[src/design/tcpl_pkg.sv]
// ----------------------------------------------------------------------------
// Two-class priority list package
// Item types, status codes and fixed constants shared by the list modules.
// ----------------------------------------------------------------------------
`default_nettype none

package tcpl_pkg;

  // Slot index width covers lists of up to 256 entries.
  localparam int SLOT_W = 8;

  localparam logic [6:0] THRESHOLD_RESET = 7'd60;

  localparam logic KIND_INSERT = 1'b0;
  localparam logic KIND_REMOVE = 1'b1;

  typedef enum logic [1:0] {
    ST_OK      = 2'd0,
    ST_FULL    = 2'd1,
    ST_BAD_POS = 2'd2
  } status_t;

  typedef struct packed {
    logic        kind;
    logic [15:0] entry_id;
    logic [6:0]  entry_age;
    logic [5:0]  position;
  } in_item_t;

  typedef struct packed {
    status_t     status;
    logic [15:0] removed_id;
    logic [5:0]  occupancy;
    logic [5:0]  priority_occupancy;
  } out_item_t;

  // Command broadcast to every cell of the list.
  typedef struct packed {
    logic              ins;
    logic              rem;
    logic [SLOT_W-1:0] slot;
    logic [15:0]       id;
  } cell_cmd_t;

endpackage

`default_nettype wire

[src/design/tcpl_cell.sv]
// ----------------------------------------------------------------------------
// Two-class priority list cell
// Holds one entry id and shifts towards either neighbour on insert or remove.
// ----------------------------------------------------------------------------
`default_nettype none

module tcpl_cell #(
  parameter int IDX = 0
) (
  input  wire                 clk,
  input  tcpl_pkg::cell_cmd_t cmd,
  input  wire  [15:0]         left_id,
  input  wire  [15:0]         right_id,
  output logic [15:0]         id_q,
  output logic [15:0]         sel_id
);
  import tcpl_pkg::*;

  localparam logic [SLOT_W-1:0] MY_SLOT = SLOT_W'(IDX);

  logic [15:0] id_r;
  logic [15:0] id_nxt;
  logic        at_slot;
  logic        past_slot;

  assign at_slot   = (cmd.slot == MY_SLOT);
  assign past_slot = (cmd.slot < MY_SLOT);

  always_comb begin
    id_nxt = id_r;
    if (cmd.ins) begin
      if (at_slot) begin
        id_nxt = cmd.id;
      end else if (past_slot) begin
        id_nxt = left_id;
      end
    end else if (cmd.rem) begin
      // The gap closes by pulling every later entry one place forward.
      if (at_slot || past_slot) begin
        id_nxt = right_id;
      end
    end
  end

  always_ff @(posedge clk) begin
    id_r <= id_nxt;
  end

  assign id_q   = id_r;
  assign sel_id = at_slot ? id_r : 16'd0;

endmodule

`default_nettype wire

[src/design/two_class_priority_list.sv]
// ----------------------------------------------------------------------------
// Two-class priority list
// The result of an item is registered and on out_item in the cycle after acceptance.
// Throughput: one item per cycle while out_ready keeps in_ready high; every cell shifts in parallel.
// Reset: synchronous rst_n clears both counts, the result valid and sets the
// threshold to 60; the cell contents are not cleared and need no sweep.
// ----------------------------------------------------------------------------
`default_nettype none

module two_class_priority_list #(
  parameter int DEPTH = 32
) (
  input  wire                 clk,
  input  wire                 rst_n,
  input  wire                 in_valid,
  output logic                in_ready,
  input  tcpl_pkg::in_item_t  in_item,
  output logic                out_valid,
  input  wire                 out_ready,
  output tcpl_pkg::out_item_t out_item,
  input  wire                 cfg_we,
  input  wire  [6:0]          cfg_wdata
);
  import tcpl_pkg::*;

  localparam int CW   = $clog2(DEPTH + 1);
  localparam int CMPW = (CW > 6) ? CW : 6;

  logic [CW-1:0] cnt_r, cnt_nxt;
  logic [CW-1:0] pcnt_r, pcnt_nxt;
  logic [6:0]    thr_r;
  logic          out_valid_r;
  out_item_t     out_item_r, out_item_nxt;

  logic            acc, is_ins, full, prio, bad_pos, rem_in_prio;
  logic            do_ins, do_rem;
  logic [CMPW-1:0] pos_ext, cnt_ext, pcnt_ext, cnt_nxt_ext, pcnt_nxt_ext;
  logic [CW-1:0]   ins_slot;
  cell_cmd_t       cmd;
  logic [15:0]     rd_id;

  logic [15:0] cell_id [DEPTH];
  logic [15:0] sel_id  [DEPTH];

  assign in_ready = !out_valid_r || out_ready;
  assign acc      = in_valid && in_ready;
  assign is_ins   = (in_item.kind == KIND_INSERT);

  assign pos_ext  = CMPW'(in_item.position);
  assign cnt_ext  = CMPW'(cnt_r);
  assign pcnt_ext = CMPW'(pcnt_r);

  assign full        = (cnt_r == CW'(DEPTH));
  assign prio        = (in_item.entry_age >= thr_r);
  assign bad_pos     = (in_item.position == 6'd0) || (pos_ext > cnt_ext);
  // A removed entry is priority class when it sits among the first pcnt.
  assign rem_in_prio = (pos_ext <= pcnt_ext);

  assign do_ins = acc && is_ins && !full;
  assign do_rem = acc && !is_ins && !bad_pos;

  assign ins_slot = prio ? pcnt_r : cnt_r;

  always_comb begin
    cmd.ins  = do_ins;
    cmd.rem  = do_rem;
    cmd.id   = in_item.entry_id;
    cmd.slot = is_ins ? SLOT_W'(ins_slot)
                      : (SLOT_W'(in_item.position) - SLOT_W'(1));
  end

  for (genvar i = 0; i < DEPTH; i++) begin : g_cell
    logic [15:0] left_id;
    logic [15:0] right_id;

    if (i == 0) begin : g_first
      assign left_id = 16'd0;
    end else begin : g_mid_l
      assign left_id = cell_id[i-1];
    end

    if (i == DEPTH - 1) begin : g_last
      assign right_id = 16'd0;
    end else begin : g_mid_r
      assign right_id = cell_id[i+1];
    end

    tcpl_cell #(
      .IDX (i)
    ) u_cell (
      .clk      (clk),
      .cmd      (cmd),
      .left_id  (left_id),
      .right_id (right_id),
      .id_q     (cell_id[i]),
      .sel_id   (sel_id[i])
    );
  end

  always_comb begin
    rd_id = 16'd0;
    for (int i = 0; i < DEPTH; i++) begin
      rd_id = rd_id | sel_id[i];
    end
  end

  always_comb begin
    cnt_nxt  = cnt_r;
    pcnt_nxt = pcnt_r;
    if (do_ins) begin
      cnt_nxt = cnt_r + CW'(1);
      if (prio) begin
        pcnt_nxt = pcnt_r + CW'(1);
      end
    end else if (do_rem) begin
      cnt_nxt = cnt_r - CW'(1);
      if (rem_in_prio) begin
        pcnt_nxt = pcnt_r - CW'(1);
      end
    end
  end

  assign cnt_nxt_ext  = CMPW'(cnt_nxt);
  assign pcnt_nxt_ext = CMPW'(pcnt_nxt);

  always_comb begin
    out_item_nxt.status             = ST_OK;
    out_item_nxt.removed_id         = 16'd0;
    out_item_nxt.occupancy          = cnt_nxt_ext[5:0];
    out_item_nxt.priority_occupancy = pcnt_nxt_ext[5:0];
    if (is_ins) begin
      if (full) begin
        out_item_nxt.status = ST_FULL;
      end
    end else if (bad_pos) begin
      out_item_nxt.status = ST_BAD_POS;
    end else begin
      out_item_nxt.removed_id = rd_id;
    end
  end

  always_ff @(posedge clk) begin
    if (!rst_n) begin
      cnt_r       <= '0;
      pcnt_r      <= '0;
      thr_r       <= THRESHOLD_RESET;
      out_valid_r <= 1'b0;
    end else begin
      cnt_r  <= cnt_nxt;
      pcnt_r <= pcnt_nxt;
      if (cfg_we) begin
        thr_r <= cfg_wdata;
      end
      if (acc) begin
        out_valid_r <= 1'b1;
      end else if (out_ready) begin
        out_valid_r <= 1'b0;
      end
    end
  end

  always_ff @(posedge clk) begin
    if (acc) begin
      out_item_r <= out_item_nxt;
    end
  end

  assign out_valid = out_valid_r;
  assign out_item  = out_item_r;

endmodule

`default_nettype wire

[config.mk]
export PLATFORM = sky130hd
export DESIGN_NAME = two_class_priority_list
export DESIGN_NICKNAME = d
export VERILOG_FILES = /design/src/design/tcpl_pkg.sv /design/src/design/tcpl_cell.sv /design/src/design/two_class_priority_list.sv
export SDC_FILE = /design/constraint.sdc
export NUM_CORES = 2
export LEC_CHECK = 0
export BUFFER_PORTS_ARGS = -buffer_cell sky130_fd_sc_hd__buf_2
export CAP_MARGIN = 30
export CORE_ASPECT_RATIO = 0.9
export CORE_MARGIN = 3
export CORE_UTILIZATION = 55
export CTS_CLUSTER_DIAMETER = 40
export CTS_CLUSTER_SIZE = 8
export DETAILED_ROUTE_END_ITERATION = 10
export PLACE_DENSITY_LB_ADDON = 0.2
export SYNTH_ARGS = -nofsm -noshare
export SYNTH_HDL_FRONTEND = slang
export SYNTH_SLANG_ARGS = --single-unit
[constraint.sdc]
create_clock -name clk -period 5.3 [get_ports clk]
set_input_delay 0.265 -clock clk [delete_from_list [all_inputs] [get_ports clk]]
set_output_delay 0.265 -clock clk [all_outputs]
set_load 0.1 [all_outputs]
==> summary.md <==
## Clock tree
* 0.67 ns — clock insertion delay at the later pin of the skew report
* 3 — Clock Path Buffers
* 3 — number of levels in the clock H-tree
* 0.05 ns — clock edge transition at the registers on the reported setup and hold paths
* yes — clock tree from TritonCTS
* 96 — number of CTS-inserted buffers
* 12 — CTS hold repair buffers
* 0 — post-CTS resize count
* 562 — Sink Count
* sky130_fd_sc_hd__clkbuf_16 — Root Buffer Master
* 0 — post-CTS setup repair buffer count

## STA
* 0 ns — setup TNS
* 210 MHz — FMAX
* false — unrepaired setup endpoints after global routing
* 0 — Final Hold Fails
* 0 — number of pins with negative max-slew slack in the final report
* 89.8% — final clock period utilization by the worst path
* 0.0466 ns — largest clock skew in the final design
* 4.76 ns — final worst path period need
* 1.14 ns — Tightest Pin Transition
* 0.538 ns — final setup slack of the worst path
* 0 — number of endpoints failing setup at the final stage
* 23.9% — max_slew headroom

## Power
* 13.9 mW — Total Power
* 367 nW/um^2 — power density relative to cell area
* 268 uV — worst IR drop on VDD
* 13.9 nW — LEAKAGE

## Yosys
* 3296 — syn nets
* 542 — number of synthesized flops with an enable pin
* 81 — Cell variety after synth
* sky130_fd_sc_hd__edfxtp_1 — Most used DFF post-synth
* 10.2 sq um — Syn Area/Cell
* sky130_fd_sc_hd__edfxtp_1 (49%), sky130_fd_sc_hd__mux2i_1 (15%), sky130_fd_sc_hd__nand2_1 (7.4%) — top cells by area in the synthesized netlist
* 50.4% — Seq/Total Area, Yosys
* 0% — asr flop ratio synth
* sky130_fd_sc_hd__nand2_1 — leading cell type by number of instances after synthesis
* 49.2% — share of the synthesized area in the top cell type
* sky130_fd_sc_hd__nand2_1 (651), sky130_fd_sc_hd__edfxtp_1 (542), sky130_fd_sc_hd__mux2i_1 (480) — Synth top cells by count
* sky130_fd_sc_hd__edfxtp_1 — cell type contributing the most total cell area after synthesis
* 33100 sq um — cell area after synthesis
* 562 — register bit count reported by yosys
* 3229 — count of mapped cells out of synthesis
* 0 — number of synthesis warnings

## Route
* 6363 — drt first-iter violations
* 36.2 microns — average detailed-routed wire length per instance
* 150 mm — final wirelength
* 0 — DRC viols
* 0 — count of nets left with antenna violations after detail routing
* 30100 — total via count in the routed design
* 7.28 — average vias per placed instance
* 8 — Detailed Routing Iterations Pass 1

## Setup path
* out_item[25] — capture point of the worst path
* sky130_fd_sc_hd__buf_4 — most common cell type on the critical path
* thr_r[4] — startpoint of the worst register-to-register path
* 5.11 ns — arrival time reported for the critical path endpoint
* 0.54 ns — r2r setup slk
* 0.84 ns — CP peak stage delay
* flop — element type at the critical path start
* thr_r[4] — start point of the critical path
* sky130_fd_sc_hd__a2111oi_0 — CP max stage cell
* flop to flop — Crit Path Class
* inv_1, ha_1, a21oi_1, o21bai_4, a21oi_2, o211a_1, nor4_4, buf_4, and2_2, buf_4, a2111oi_0, and4_1, a41oi_1 — ordered cell list for the critical path
* flop — type of destination of the critical path
* 12 — largest fanout of any net on the critical path
* 5.65 ns — WP data required
* out_item[25] — RR Endpoint
* 13 — worst reg-to-reg path cell count

## Global route
* 22 — initial antenna violation count
* 27200 — number of global-route vias before repair
* 0 — aggregate global routing overflow
* 265 — pin count of the biggest net entering global routing
* 208 mm — first-pass GRT wire length
* 46.3% — global-route usage over all layers

## Layout
* 13.9% — layout cell share with drive strength beyond 1
* 14.8% — Syn-to-layout area delta
* 3353 — nets@finish
* 15200 sq um — combined area of the multi-input logic cells
* 4541 — count of fill cells added during filler insertion
* 16700 sq um — footprint of the flip-flops and latches

## Min path
* input port to flop — Worst Hold Class

## Place
* 0.789 ns — Worst Setup Slack post-DPL
* 1.07 — routability congestion estimate from global placement
* 106 mm — post-detailed-placement half-perimeter wirelength
* 73 — total of buffers placed on input and output ports

## Flow run
* 0 — max capacitance violation total

## Floorplan
* 74 — Top-Level Pins
* 264 microns — die width
* 84 — number of rows created at floorplan
* 63100 sq um — die outline area
* 239 microns — die height
* 59000 sq um — Placeable Area
* 56.1% — effective utilization at floorplan

## Outcome
* finished clean — outcome

-- power breakdown --
group | internal, mW | switching (mW)
clock | 3.81 | 2.23
sequential | 5.30 | 0.380
combinational | 0.607 | 1.61
-- layout make-up --
type	instances	share of cell area [%]
Sequential cell	562	43.9
Multi-Input combinational cell	2347	40.1
Clock buffer	132	7.07
Timing Repair Buffer	246	4.80
Tap cell	774	2.55
Clock inverter	32	1.09
Inverter	33	0.326
Antenna cell	14	0.0923
-- layout by cell type (no fill, tap or decap), types with 10 or more instances in the layout --
master                          Yosys  final
sky130_fd_sc_hd__a22oi_1           81     81
sky130_fd_sc_hd__and2_1            12     10
sky130_fd_sc_hd__a221oi_1          12     12
sky130_fd_sc_hd__a22o_1            22     22
sky130_fd_sc_hd__buf_12             0     10
sky130_fd_sc_hd__clkbuf_16          0    100
sky130_fd_sc_hd__a222oi_1          10     10
sky130_fd_sc_hd__nor4_1            16     14
sky130_fd_sc_hd__a2111oi_0         24     21
sky130_fd_sc_hd__nor2_1           111     89
sky130_fd_sc_hd__clkinv_1           0     11
sky130_fd_sc_hd__nand3_1           74     74
sky130_fd_sc_hd__edfxtp_1         542    542
sky130_fd_sc_hd__nand4_1           18     18
sky130_fd_sc_hd__nand2_1          651    651
sky130_fd_sc_hd__buf_2             32     73
sky130_fd_sc_hd__xnor2_1           12     12
sky130_fd_sc_hd__nor2_2             7     14
sky130_fd_sc_hd__a21oi_1           27     17
sky130_fd_sc_hd__dfxtp_1           20     20
sky130_fd_sc_hd__o21ai_0          424    422
sky130_fd_sc_hd__o21ai_1           19     20
sky130_fd_sc_hd__and4_1            17     17
sky130_fd_sc_hd__ha_1              25     25
sky130_fd_sc_hd__nor3_1            21     18
sky130_fd_sc_hd__clkbuf_1         197     26
sky130_fd_sc_hd__dlygate4sd3_1      0     12
sky130_fd_sc_hd__a31oi_1           57     56
sky130_fd_sc_hd__mux2i_1          480    480
sky130_fd_sc_hd__and3_1            75     75
sky130_fd_sc_hd__diode_2            0     14
sky130_fd_sc_hd__nor2_4             1     16
sky130_fd_sc_hd__inv_1             33     32
sky130_fd_sc_hd__buf_4             34    149
sky130_fd_sc_hd__o211ai_1          10     10
sky130_fd_sc_hd__a21oi_2            1     10
-- worst max-delay path, delay by kind of cell (launching register included) --
| family | cells | cell delay (ns) |
|---|---|---|
| compound gates | 6 | 2.47 |
| fa+ha+maj | 1 | 0.30 |
| buf+inv | 3 | 0.53 |
| flops | 1 | 0.30 |
| simple gates | 3 | 0.83 |
-- sequential cells by signal, summed over array words and instances (netlist names) --
register            count
pcnt_ext                6
thr_r                   7
out_item               30
cnt_ext                 6
out_valid               1
g_cell.u_cell.id_q    512
-- layer usage --
| metal | global-route usage [%] | part of all wire [%] | vias to the layer above |
|---|---|---|---|
| met5 | 0.0751 | 0.054 | - |
| met4 | 18.7 | 4.7 | 12 |
| met1 | 66.6 | 39 | 14600 |
| li1 | - | - | 12200 |
| met2 | 60.5 | 38 | 2903 |
| met3 | 20.5 | 18 | 451 |
-- logic make-up (layout without fill, tap and decap cells) --
group	Yosys count	count (layout)	synth area share (%)
AO/OA/AOI/OAI	782	782	14.7
XOR/XNOR	12	12	0.318
adder cells (fa/ha/maj)	25	25	0.946
buffers and inverters	320	443	4.57
flip-flops	562	562	50.4
multiplexers	489	489	14.8
other	0	14	0
AND/OR/NAND/NOR	1039	1039	14.2
-- metrics by stage --
step,util (%),area [sq um],instances,hold slack (ns)
2_1_floorplan,-,33100,3229,0.387
3_3_place_gp,58.8,34700,3947,0.476
3_5_place_dp,58.8,34700,3949,0.491
4_1_cts,64.3,37900,4125,0.00247
5_1_grt,64.3,37900,4136,0.0250
6_report,64.4,38000,4140,0.0258
-- worst min path at each step --
stage	start	cells past startpoint	slack, ns	to
global route	cfg_we	3	0.03	thr_r[2]
detailed placement	thr_r[1]	2	0.49	thr_r[1]
floorplan	rst_n	1	0.39	pcnt_ext[0]
CTS	cfg_we	3	0.002	thr_r[4]
finish	cfg_we	3	0.03	thr_r[4]
global placement	pcnt_ext[5]	2	0.48	pcnt_ext[5]
Power figures use the tool's default switching activity.
